**src/hw/rtl/seed_map_xor_unmask_top_macros.svh**
```systemverilog
// ----------------------------------------------------------------------------
// Seed map XOR unmask assertion macros
// Shared wrappers for the concurrent checks of the unmask block.
// ----------------------------------------------------------------------------
`ifndef SEED_MAP_XOR_UNMASK_TOP_MACROS_SVH
`define SEED_MAP_XOR_UNMASK_TOP_MACROS_SVH

// Checks prop at every rising edge of clk while rst_n is high.
`define SMXU_ASSERT_CLK(label, clk, rst_n, prop, msg) \
    label: assert property (@(posedge clk) disable iff (!rst_n) (prop)) else $error(msg);

// Same check, clocked by i_clk and held off by i_rst_n.
`define SMXU_ASSERT(label, prop, msg) \
    `SMXU_ASSERT_CLK(label, i_clk, i_rst_n, prop, msg)

`endif

```
**src/hw/rtl/smxu_pkg.sv**
```systemverilog
// ----------------------------------------------------------------------------
// Seed map XOR unmask package
// Seed table, edge bytes, walk state type and the single keystream step.
// ----------------------------------------------------------------------------
package smxu_pkg;

    localparam int POSITION_BITS = 32;
    localparam int SKIP_LOG2     = 15;

    localparam logic [POSITION_BITS-1:0] SKIP_PERIOD   = POSITION_BITS'(1) << SKIP_LOG2;
    localparam logic [POSITION_BITS-1:0] POSITION_ZERO = '0;
    localparam logic [POSITION_BITS-1:0] POSITION_MAX  = '1;

    localparam logic [7:0] EDGE_LEFT_BYTE  = 8'hC3;
    localparam logic [7:0] EDGE_RIGHT_BYTE = 8'hD8;

    localparam logic [3:0] COLUMN_RESET = 4'hF;
    localparam logic [3:0] ROW_RESET    = 4'd8;
    localparam logic [3:0] ROW_LEFT     = 4'd8;
    localparam logic [3:0] ROW_RIGHT    = 4'd7;
    localparam logic [2:0] COLUMN_LAST  = 3'd7;

    localparam logic [7:0] SEED_MAP [0:7][0:6] = '{
        '{8'h4a, 8'hd6, 8'hca, 8'h90, 8'h67, 8'hf7, 8'h52},
        '{8'h5e, 8'h95, 8'h23, 8'h9f, 8'h13, 8'h11, 8'h7e},
        '{8'h47, 8'h74, 8'h3d, 8'h90, 8'haa, 8'h3f, 8'h51},
        '{8'hc6, 8'h09, 8'hd5, 8'h9f, 8'hfa, 8'h66, 8'hf9},
        '{8'hf3, 8'hd6, 8'ha1, 8'h90, 8'ha0, 8'hf7, 8'hf0},
        '{8'h1d, 8'h95, 8'hde, 8'h9f, 8'h84, 8'h11, 8'hf4},
        '{8'h0e, 8'h74, 8'hbb, 8'h90, 8'hbc, 8'h3f, 8'h92},
        '{8'h00, 8'h09, 8'h5b, 8'h9f, 8'h62, 8'h66, 8'ha1}
    };

    typedef struct packed {
        logic [3:0] column;
        logic [3:0] row;
        logic       backward;
    } t_walk;

    typedef struct packed {
        t_walk      walk;
        logic [7:0] key;
    } t_key_step;

    localparam t_walk WALK_RESET = '{column: COLUMN_RESET, row: ROW_RESET, backward: 1'b0};

    // One keystream byte and the walk state that follows it.
    function automatic t_key_step key_step(input t_walk w);
        t_key_step s;
        logic [3:0] diff;
        s      = '{walk: w, key: 8'h00};
        diff   = ROW_LEFT - w.row;
        if (w.column[3]) begin
            s.walk.backward = 1'b0;
            s.walk.row      = {1'b0, diff[2:0]};
            s.key           = EDGE_LEFT_BYTE;
        end else if (w.column[2:0] == COLUMN_LAST) begin
            s.walk.backward = 1'b1;
            s.walk.row      = ROW_RIGHT - w.row;
            s.key           = EDGE_RIGHT_BYTE;
        end else begin
            s.key = SEED_MAP[w.row[2:0]][w.column[2:0]];
        end
        s.walk.column = s.walk.backward ? (w.column - 4'd1) : (w.column + 4'd1);
        return s;
    endfunction

endpackage

```
**src/hw/rtl/seed_map_xor_unmask_top.sv**
```systemverilog
// ----------------------------------------------------------------------------
// Seed map XOR unmask top level
// Accepted beats are registered to the output. Throughput: one beat per cycle
// unless m_axis_tready stalls the output; the keystream step, its optional
// second step and the saturating position advance all fit between the walk
// state and the output register. Reset clears the walk, position and output
// valid; a start-of-file beat restarts the walk and position on its own.
// ----------------------------------------------------------------------------
`include "seed_map_xor_unmask_top_macros.svh"

module seed_map_xor_unmask_top (
    input  logic       i_clk,
    input  logic       i_rst_n,
    input  logic       s_axis_tvalid,
    output logic       s_axis_tready,
    input  logic [7:0] s_axis_tdata,   // [7:0] cipher_byte
    input  logic [0:0] s_axis_tuser,   // [0] start_of_file
    output logic       m_axis_tvalid,
    input  logic       m_axis_tready,
    output logic [7:0] m_axis_tdata,   // [7:0] plain_byte
    output logic [0:0] m_axis_tuser    // [0] position_overflow
);

    localparam int PB = smxu_pkg::POSITION_BITS;
    localparam int SL = smxu_pkg::SKIP_LOG2;

    smxu_pkg::t_walk     r_walk;
    smxu_pkg::t_walk     n_walk;
    logic [PB-1:0]       r_position;
    logic [PB-1:0]       n_position;
    logic                r_saturated;
    logic                n_saturated;
    logic                r_out_valid;
    logic [7:0]          r_out_data;
    logic                r_out_overflow;

    smxu_pkg::t_walk     walk0;
    smxu_pkg::t_key_step step1;
    smxu_pkg::t_key_step step2;
    logic [PB-1:0]       pos0;
    logic [PB-1:0]       pos1;
    logic                sat0;
    logic                sat1;
    logic                skip;
    logic                at_max0;
    logic                at_max1;
    logic [7:0]          key;
    logic                in_fire;

    assign s_axis_tready = !r_out_valid || m_axis_tready;
    assign in_fire       = s_axis_tvalid && s_axis_tready;

    always_comb begin
        walk0   = s_axis_tuser[0] ? smxu_pkg::WALK_RESET : r_walk;
        pos0    = s_axis_tuser[0] ? smxu_pkg::POSITION_ZERO : r_position;
        sat0    = s_axis_tuser[0] ? 1'b0 : r_saturated;
        skip    = (pos0 == smxu_pkg::SKIP_PERIOD) || ((&pos0[SL-1:0]) && (|pos0[PB-1:SL]));
        step1   = smxu_pkg::key_step(walk0);
        step2   = smxu_pkg::key_step(step1.walk);
        at_max0 = (pos0 == smxu_pkg::POSITION_MAX);
        if (skip) begin
            pos1 = at_max0 ? pos0 : pos0 + PB'(1);
            sat1 = sat0 || at_max0;
            key  = step2.key;
            n_walk = step2.walk;
        end else begin
            pos1 = pos0;
            sat1 = sat0;
            key  = step1.key;
            n_walk = step1.walk;
        end
        at_max1     = (pos1 == smxu_pkg::POSITION_MAX);
        n_position  = at_max1 ? pos1 : pos1 + PB'(1);
        n_saturated = sat1 || at_max1;
    end

    always_ff @(posedge i_clk) begin
        if (!i_rst_n) begin
            r_walk      <= smxu_pkg::WALK_RESET;
            r_position  <= smxu_pkg::POSITION_ZERO;
            r_saturated <= 1'b0;
            r_out_valid <= 1'b0;
        end else begin
            if (in_fire) begin
                r_walk      <= n_walk;
                r_position  <= n_position;
                r_saturated <= n_saturated;
                r_out_valid <= 1'b1;
            end else if (m_axis_tready) begin
                r_out_valid <= 1'b0;
            end
        end
    end

    always_ff @(posedge i_clk) begin
        if (in_fire) begin
            r_out_data     <= s_axis_tdata ^ key;
            r_out_overflow <= n_saturated;
        end
    end

    assign m_axis_tvalid   = r_out_valid;
    assign m_axis_tdata    = r_out_data;
    assign m_axis_tuser[0] = r_out_overflow;

    `SMXU_ASSERT(a_sat_holds_max, r_saturated |-> (r_position == smxu_pkg::POSITION_MAX), "saturated flag set below the top position")
    `SMXU_ASSERT(a_start_restarts, (in_fire && s_axis_tuser[0]) |=> (r_position == PB'(1)), "start-of-file beat did not restart the position")
    `SMXU_ASSERT(a_row_eight_only_at_start, r_walk.row[3] |-> (r_walk.column == smxu_pkg::COLUMN_RESET), "row eight seen away from the left edge")
    `SMXU_ASSERT(a_column_range, (!r_walk.column[3]) || (r_walk.column == smxu_pkg::COLUMN_RESET), "column left its range")

endmodule
```
**config.mk**
```make
export PLATFORM = sky130hd
export DESIGN_NAME = seed_map_xor_unmask_top
export DESIGN_NICKNAME = d
export VERILOG_FILES = /design/src/hw/rtl/smxu_pkg.sv /design/src/hw/rtl/seed_map_xor_unmask_top.sv
export VERILOG_INCLUDE_DIRS = /design/src /design/src/hw/rtl
export SDC_FILE = /design/constraint.sdc
export NUM_CORES = 1
export LEC_CHECK = 0
export BUFFER_PORTS_ARGS = -buffer_cell sky130_fd_sc_hd__buf_2
export CORE_AREA = 2 2 136 98
export DETAILED_ROUTE_END_ITERATION = 10
export DIE_AREA = 0 0 138 100
export PLACE_DENSITY = 0.61
export SETUP_SLACK_MARGIN = 0.05
export SLEW_MARGIN = 20
export SYNTH_ARGS = -nofsm -noshare
export SYNTH_HDL_FRONTEND = slang
export SYNTH_SLANG_ARGS = --single-unit
export TNS_END_PERCENT = 20
```
**constraint.sdc**
```tcl
create_clock -name i_clk -period 5.7 [get_ports i_clk]
set_clock_uncertainty 0.1 [all_clocks]
set_input_delay 0.57 -clock i_clk [delete_from_list [all_inputs] [get_ports i_clk]]
set_output_delay 0.57 -clock i_clk [all_outputs]
set_load 0.02 [all_outputs]
```
==> summary.md, run 1 <==
| Metric | Value |
|---|---|
| Initial core utilization | `43.7%` |
| Final-report hold violation count | `0` |
| Row count | `35` |
| Clock buffer depth | `2` |
| Vias in the first global route | `5479` |
| Post-DP HPWL | `12.9 mm` |
| Latest clock arrival within the worst-skew pair | `0.30 ns` |
| YS warnings | `0` |
| Max stage delay cell, worst path | `or4_1` |
| Tcrit/Tclk final | `90.2%` |
| Sequential share of the synthesized area | `20.0%` |
| Asr flop ratio synth | `0%` |
| Core Footprint | `12700 um^2` |
| Routed vias | `6243` |
| Clock Pin Slew Worst Setup and Hold Paths | `0.07 ns` |
| Static leakage | `2.06 nW` |
| Die Span Y | `100 um` |
| Synthesized area | `5550 um^2` |
| Area Growth Syn to Fin | `7.33%` |
| Gr usage total | `25.5%` |
| Crit-path max FO | `16` |
| R2R depth | `10` |
| Unrepaired setup endpoints after global routing | `no` |
| H-tree depth | `2` |
| Crit-path cells | `buf_2, inv_1, nand2_1, inv_1, ha_1, nand4b_1, buf_4, or3_1, or2_2, a211oi_2, nand2_1, o21ai_0, ha_1, nand3_1, a21oi_1, buf_4, nand2_1, or4_1, xnor2_1, a21oi_1` |
| Drt first pass iters | `7` |
| IO Pins | `24` |
| Final core utilization | `46.9%` |
| Tmin final | `5.14 ns` |
| CP Capture Type | `register` |
| WL final | `17.9 mm` |
| 1st-iter DRT viols | `806` |
| Average wire per standard cell | `18.9 um` |
| Total grt overflow | `0` |
| Pwr dens | `185 nW/um^2` |
| Die extent in x | `138 um` |
| First-pass GRT wire length | `29.2 mm` |
| Worst stage delay on the critical path | `0.83 ns` |
| Footprint of the multi-input gates | `4100 um^2` |
| Worst VDD drop | `0.000167 V` |
| Setup TNS | `0 ns` |
| CP Launch Type | `input pin` |
| Fillers | `1285` |
| Storage cell area | `1110 um^2` |
| Hold Path Cell Cnt | `2` |
| Largest net degree at the start of global routing | `50` |
| Worst-margin pin slew | `1.09 ns` |
| Number of flops mapped to enable cells by yosys | `9` |
| Antenna violations before repair | `0` |
| Mean area per synthesized cell | `7.02 um^2` |
| RePlAce Congestion | `0.987` |
| Antenna-violating nets left | `0` |
| Layout cells sized above 1 | `9.08%` |
| Fmax | `195 MHz` |
| Synth Flop Type | `dfxtp_1` |
| WP data required | `5.76 ns` |
| Die area | `13800 um^2` |
| CTS root buffer | `clkbuf_16` |
| Num CTS Buffers | `5` |
| Cells after Synth | `791` |
| Setup violations, final | `0` |
| Antenna Cells | `0` |
| Cell mode on critical path | `nand2_1` |
| #FFs+latches synth | `51` |
| Critical path class | `in -> reg` |
| IO buf count | `23` |
| Mapped Nets | `825` |
| TritonCTS Sinks | `51` |
| CTS tree | `done` |
| Via/cell ratio | `6.59` |
| NumNets Final | `815` |
| Yosys cell types | `74` |
| Worst rel slew slack | `25.2%` |
| Post-CTS resize count | `0` |
| Outcome | `completed` |
| Post-CTS Setup Bufs | `0` |
| CTS hold repair buffers | `0` |
| DRC viols | `0` |
| Slew Limit Fails | `0` |
| Hold Path Class | `reg -> reg` |
| Max-Cap Viols | `0` |
| Critical Path AT | `5.20 ns` |
-- where the power goes --
part | switching, mW | leakage, nW | total [mW] | internal [mW]
registers | 0.0234 | 0.429 | 0.405 | 0.382
logic | 0.234 | 1.55 | 0.363 | 0.129
clock network | 0.144 | 0.0794 | 0.332 | 0.188
-- routing by layer --
metal | up-vias | GRT usage [%] | share of wire [%]
met4 | 0 | 5.10 | 0.73
li1 | 2966 | - | -
met3 | 14 | 5.01 | 9.6
met5 | - | 0 | 0
met2 | 334 | 36.3 | 41
met1 | 2929 | 39.6 | 48
-- state kept, by name (all words and copies together), names as in the netlist --
signal         count
r_position        32
m_axis_tvalid      1
m_axis_tuser       1
m_axis_tdata       8
r_saturated        1
r_walk             8
-- Yosys cell counts (4+ instances only) --
| library cell | count | area, um^2 |
|---|---|---|
| o221ai_1 | 5 | 43.8 |
| a211oi_1 | 8 | 60.1 |
| clkbuf_1 | 51 | 191 |
| nor2_1 | 68 | 255 |
| a211o_1 | 7 | 61.3 |
| a31oi_1 | 15 | 93.8 |
| nor3_1 | 17 | 85.1 |
| nand3b_1 | 4 | 30.0 |
| or4_1 | 9 | 67.6 |
| inv_1 | 26 | 97.6 |
| nand4b_1 | 5 | 43.8 |
| nor4_1 | 13 | 81.3 |
| nand3_1 | 54 | 270 |
| or2_2 | 7 | 43.8 |
| ha_1 | 20 | 250 |
| nand2b_1 | 8 | 50.1 |
| and3_1 | 6 | 37.5 |
| o22ai_1 | 8 | 50.1 |
| a21o_1 | 9 | 67.6 |
| a21oi_1 | 62 | 310 |
| xnor2_1 | 21 | 184 |
| o211ai_1 | 17 | 128 |
| a311oi_1 | 4 | 35.0 |
| o311ai_0 | 13 | 114 |
| xor2_1 | 10 | 87.6 |
| nor4b_1 | 9 | 78.8 |
| mux2i_1 | 9 | 90.1 |
| nand4_1 | 20 | 125 |
| a22oi_1 | 4 | 30.0 |
| nand2_1 | 86 | 323 |
| buf_2 | 6 | 30.0 |
| nor2b_1 | 10 | 62.6 |
| dfxtp_1 | 42 | 841 |
| o21ai_0 | 47 | 235 |
| nor3b_1 | 5 | 37.5 |
| or3_1 | 11 | 68.8 |
| o31ai_1 | 6 | 45.0 |
| edfxtp_1 | 9 | 270 |
-- worst paths after layout --
kind                                      from             to  slack (ns)
worst max-delay path              s_axis_tuser  r_position[0]        0.56
worst min-delay path             r_position[1]  r_position[1]        0.41
worst max register to register  r_position[12]  r_position[0]        0.67
worst min register to register   r_position[1]  r_position[1]        0.41
-- placed cells by master (no fill, tap or decap), types with 6 or more instances in the layout --
cell type	n
nand2_1	86
nor2_1	68
a21oi_1	62
nand3_1	54
o21ai_0	47
dfxtp_1	42
inv_1	26
buf_2	23
xnor2_1	21
buf_4	21
nand4_1	20
ha_1	20
nor3_1	17
o211ai_1	17
a31oi_1	15
nor4_1	13
o311ai_0	13
or3_1	11
nor2b_1	10
xor2_1	10
or4_1	9
a21o_1	9
mux2i_1	9
edfxtp_1	9
nand2b_1	8
nor4b_1	8
o22ai_1	8
or2_2	7
a211o_1	7
a211oi_1	7
o31ai_1	6
and3_1	6
clkbuf_16	6
-- worst max-delay path, delay by kind of cell --
family	cells	cell delay, ns
adder cells (fa/ha/maj)	2	0.57
XOR/XNOR	1	0.29
AO/OA/AOI/OAI	4	0.82
AND/OR/NAND/NOR	8	2.15
buffers and inverters	5	0.77
-- area by class of cell --
class,instances,share of cell area [%]
well taps,166,3.49
multi-input cells,652,68.9
inverters,27,1.70
repair buffers,44,4.58
flip-flops and latches,51,18.7
clock inverters,2,0.147
clock buffers,6,2.52
-- logic make-up (layout without fill, tap and decap cells) --
kind of cell / count (synthesis) / count (layout) / synth area share [%]
simple gates: 346 / 346 / 32.5
buf+inv: 88 / 79 / 6.22
xor+xnor: 31 / 31 / 4.89
fa+ha+maj: 21 / 21 / 4.87
mux: 11 / 11 / 2.44
compound gates: 243 / 243 / 29.1
flops: 51 / 51 / 20.0
-- metrics by stage --
step	setup WS [ns]	power [mW]	std cells	hold WS, ns	cell area (um^2)
2_1_floorplan	0.0753	0.667	791	0.359	5560
4_1_cts	0.656	1.10	948	0.403	5960
3_3_place_gp	0.524	0.760	940	0.394	5800
6_report	0.559	1.10	948	0.407	5960
5_1_grt	0.319	1.16	948	0.425	5960
3_5_place_dp	0.374	0.763	940	0.393	5800
(Power assumes the default switching activity.)
==> run 2, diff against run 1 <==
--- a/config.mk
+++ b/config.mk
@@ -10,7 +10,7 @@
 export CORE_AREA = 2 2 136 98
 export DETAILED_ROUTE_END_ITERATION = 10
 export DIE_AREA = 0 0 138 100
-export PLACE_DENSITY = 0.61
+export PLACE_DENSITY = 0.59
 export SETUP_SLACK_MARGIN = 0.05
 export SLEW_MARGIN = 20
 export SYNTH_ARGS = -nofsm -noshare
==> constraint.sdc (replaced) <==
create_clock -name i_clk -period 6.6 [get_ports i_clk]
set_clock_uncertainty 0.1 [all_clocks]
set_input_delay 0.66 -clock i_clk [delete_from_list [all_inputs] [get_ports i_clk]]
set_output_delay 0.66 -clock i_clk [all_outputs]
set_load 0.02 [all_outputs]
==> summary.md, run 2 (same netlist as run 1, synthesis figures left out) <==
| Metric | Value |
|---|---|
| Outcome | `completed (unchanged)` |
| WL final | `18.3 mm (was 17.9 mm)` |
| Die area | `13800 um^2 (unchanged)` |
| Final-report hold violation count | `0 (unchanged)` |
| Post-CTS Setup Bufs | `0 (unchanged)` |
| Die Span Y | `100 um (unchanged)` |
| Routed vias | `6264 (was 6243)` |
| Die extent in x | `138 um (unchanged)` |
| Cell family with most CP delay | `simple AND/OR/NAND/NOR gates (unchanged)` |
| Tmin final | `5.60 ns` |
| Core Footprint | `12700 um^2 (unchanged)` |
| Dpl cell area | `5780 um^2 (was 5800 um^2)` |
| Layout cells sized above 1 | `8.85% (was 9.08%)` |
| Unrepaired setup endpoints after global routing | `no (unchanged)` |
| Post-CTS resize count | `0 (unchanged)` |
| TritonCTS Sinks | `51 (unchanged)` |
| Antenna Cells | `0 (unchanged)` |
| Critical Path AT | `5.74 ns (was 5.20 ns)` |
| 1st-iter DRT viols | `882 (was 806)` |
| Gr usage total | `26.1% (was 25.5%)` |
| Slew Limit Fails | `0 (unchanged)` |
| Crit-path cells | `buf_2, inv_1, nand2_1, inv_1, ha_1, nand4b_1, or3_1, or2_2, a211oi_2, nand2_1, o21ai_0, ha_1, nand3_1, a21oi_1, nand2_1, or4_1, a21o_1, a31oi_1 (was buf_2, inv_1, nand2_1, inv_1, ha_1, nand4b_1, buf_4, or3_1, or2_2, a211oi_2, nand2_1, o21ai_0, ha_1, nand3_1, a21oi_1, buf_4, nand2_1, or4_1, xnor2_1, a21oi_1)` |
| FF-to-FF Start | `r_position[0] (was r_position[12])` |
| Critical path class | `in -> reg (unchanged)` |
| First-pass GRT wire length | `29.8 mm (was 29.2 mm)` |
| Vias in the first global route | `5625 (was 5479)` |
| IO Pins | `24 (unchanged)` |
| Average wire per standard cell | `19.4 um (was 18.9 um)` |
| DRC viols | `0 (unchanged)` |
| Setup violations, final | `0 (unchanged)` |
| Endpoint, Worst Hold | `r_position[1] (unchanged)` |
| Initial core utilization | `43.7% (unchanged)` |
| Min Hold Slack | `0.399 ns (was 0.407 ns)` |
| Area Growth Syn to Fin | `7.46% (was 7.33%)` |
| Power share of the combinational group | `31.1% (was 33.0%)` |
| Max-Cap Viols | `0 (unchanged)` |
| Reg-to-reg endpoint | `r_position[7] (was r_position[0])` |
| Cell mode on critical path | `nand2_1 (unchanged)` |
| R2R depth | `16 (was 10)` |
| Design area | `5960 um^2 (about the same)` |
| NetSw | `346 uW (was 402 uW)` |
| Worst-margin pin slew | `0.996 ns (was 1.09 ns)` |
| Fmax | `178 MHz` |
| CTS tree | `done (unchanged)` |
| CTS hold repair buffers | `0 (unchanged)` |
| Clock power frac | `33.5% (was 30.2%)` |
| Drt first pass iters | `6 (was 7)` |
| Footprint of the multi-input gates | `4100 um^2 (about the same)` |
| CTS root buffer | `clkbuf_16 (unchanged)` |
| Flop pwr share | `35.4% (was 36.8%)` |
| Static leakage | `2.06 nW (about the same)` |
| Total grt overflow | `0 (unchanged)` |
| Pwr dens | `166 nW/um^2 (was 185 nW/um^2)` |
| Antenna violations before repair | `0 (unchanged)` |
| Antenna-violating nets left | `0 (unchanged)` |
| Fin cells | `946 (was 948)` |
| Setup TNS | `0 ns (unchanged)` |
| Crit-path max FO | `16 (unchanged)` |
| Sw frac | `35.0% (was 36.5%)` |
| NumNets Final | `813 (was 815)` |
| RePlAce Congestion | `1.00 (was 0.987)` |
| Clock Pin Slew Worst Setup and Hold Paths | `0.08 ns (was 0.07 ns)` |
| Pint | `644 uW (was 699 uW)` |
| Commonest non-fill, non-tap cell in the layout | `nand2_1 (unchanged)` |
| Worst VDD drop | `0.0000900 V (was 0.000167 V)` |
| Worst rel slew slack | `33.5% (was 25.2%)` |
| Latest clock arrival within the worst-skew pair | `0.30 ns (about the same)` |
| IO buf count | `23 (unchanged)` |
| WP data required | `6.74 ns (was 5.76 ns)` |
| Via/cell ratio | `6.62 (was 6.59)` |
| CP Buf/Inv Count | `3 (was 5)` |
| Num CTS Buffers | `5 (unchanged)` |
| Largest reg by FF count | `r_position (unchanged)` |
| Hold Path Class | `reg -> reg (unchanged)` |
| CP Capture Type | `register (unchanged)` |
| Most frequent cells in the layout | `nand2_1, nor2_1, a21oi_1 (unchanged)` |
| Worst stage delay on the critical path | `0.81 ns (was 0.83 ns)` |
| Reg-to-reg setup timing slack | `1.35 ns (was 0.67 ns)` |
| Max stage delay cell, worst path | `or4_1 (unchanged)` |
| H-tree depth | `2 (unchanged)` |
| Row count | `35 (unchanged)` |
| Hold Path Cell Cnt | `2 (unchanged)` |
| Hold path startpoint | `r_position[1] (unchanged)` |
| Placed insts | `938 (was 940)` |
| Largest net degree at the start of global routing | `50 (unchanged)` |
| Post-DP HPWL | `13.4 mm (was 12.9 mm)` |
| Max FFs per register | `32 (unchanged)` |
| Storage cell area | `1110 um^2 (unchanged)` |
| Clock buffer depth | `2 (unchanged)` |
| CP Launch Type | `input pin (unchanged)` |
| Fillers | `1291 (was 1285)` |
| Tcrit/Tclk final | `84.9%` |
==> run 2: cell types whose count changed in the layout (fill, tap and decap cells not counted) <==
| cell | delta |
|---|---|
| clkinvlp_4 | +1 |
| clkinv_1 | -1 |
| bufinv_16 | +1 |
| nor4b_2 | -1 |
| buf_4 | -2 |
| clkinv_2 | -1 |
| nor4b_1 | +1 |
==> run 2: area by class of cell <==
class	count	share of cell area, %
Timing Repair Buffer	42	4.32
Sequential cell	51	18.6
Multi-Input combinational cell	652	68.7
Clock inverter	2	0.629
Inverter	27	1.70
Tap cell	166	3.48
Clock buffer	6	2.52
==> run 2: power by group through the flow <==
stage	clock network, mW	registers, mW	logic [mW]
3_3_place_gp	0	0.356	0.296
6_report	0.332	0.350	0.308
4_1_cts	0.336	0.349	0.302
3_5_place_dp	0	0.357	0.300
5_1_grt	0.351	0.353	0.338
2_1_floorplan	0	0.349	0.227
==> run 2: worst max-delay path by stage <==
stage	from	to	slack, ns	cells past startpoint
global route	s_axis_tuser	r_position[4]	0.47	18
CTS	s_axis_tuser	r_position[0]	1.07	18
detailed placement	s_axis_tuser	r_position[0]	0.75	18
floorplan	s_axis_tuser	r_position[28]	0.79	21
global placement	s_axis_tuser	r_position[7]	1.02	18
finish	s_axis_tuser	r_position[7]	1.0	18
==> run 2: per-stage QoR <==
stage	util (%)	total power [mW]	setup WS (ns)
4_1_cts	47.0	0.988	1.07
6_report	47.0	0.990	0.997
5_1_grt	47.0	1.04	0.474
3_3_place_gp	45.5	0.652	1.02
2_1_floorplan	-	0.576	0.793
3_5_place_dp	45.5	0.657	0.750
==> run 2: metal layers <==
layer	vias up	part of all wire, %	global-route usage (%)
li1	2963	-	-
met1	2940	48	39.8
met2	344	41	37.4
met3	17	10	6.35
met4	0	0.84	4.40
met5	-	0	0
==> run 2: worst min-delay path, stage by stage, from the launching register on <==
cell and delay [ns]:
dfxtp_1 0.33, nand3_1 0.06, o21ai_0 0.06
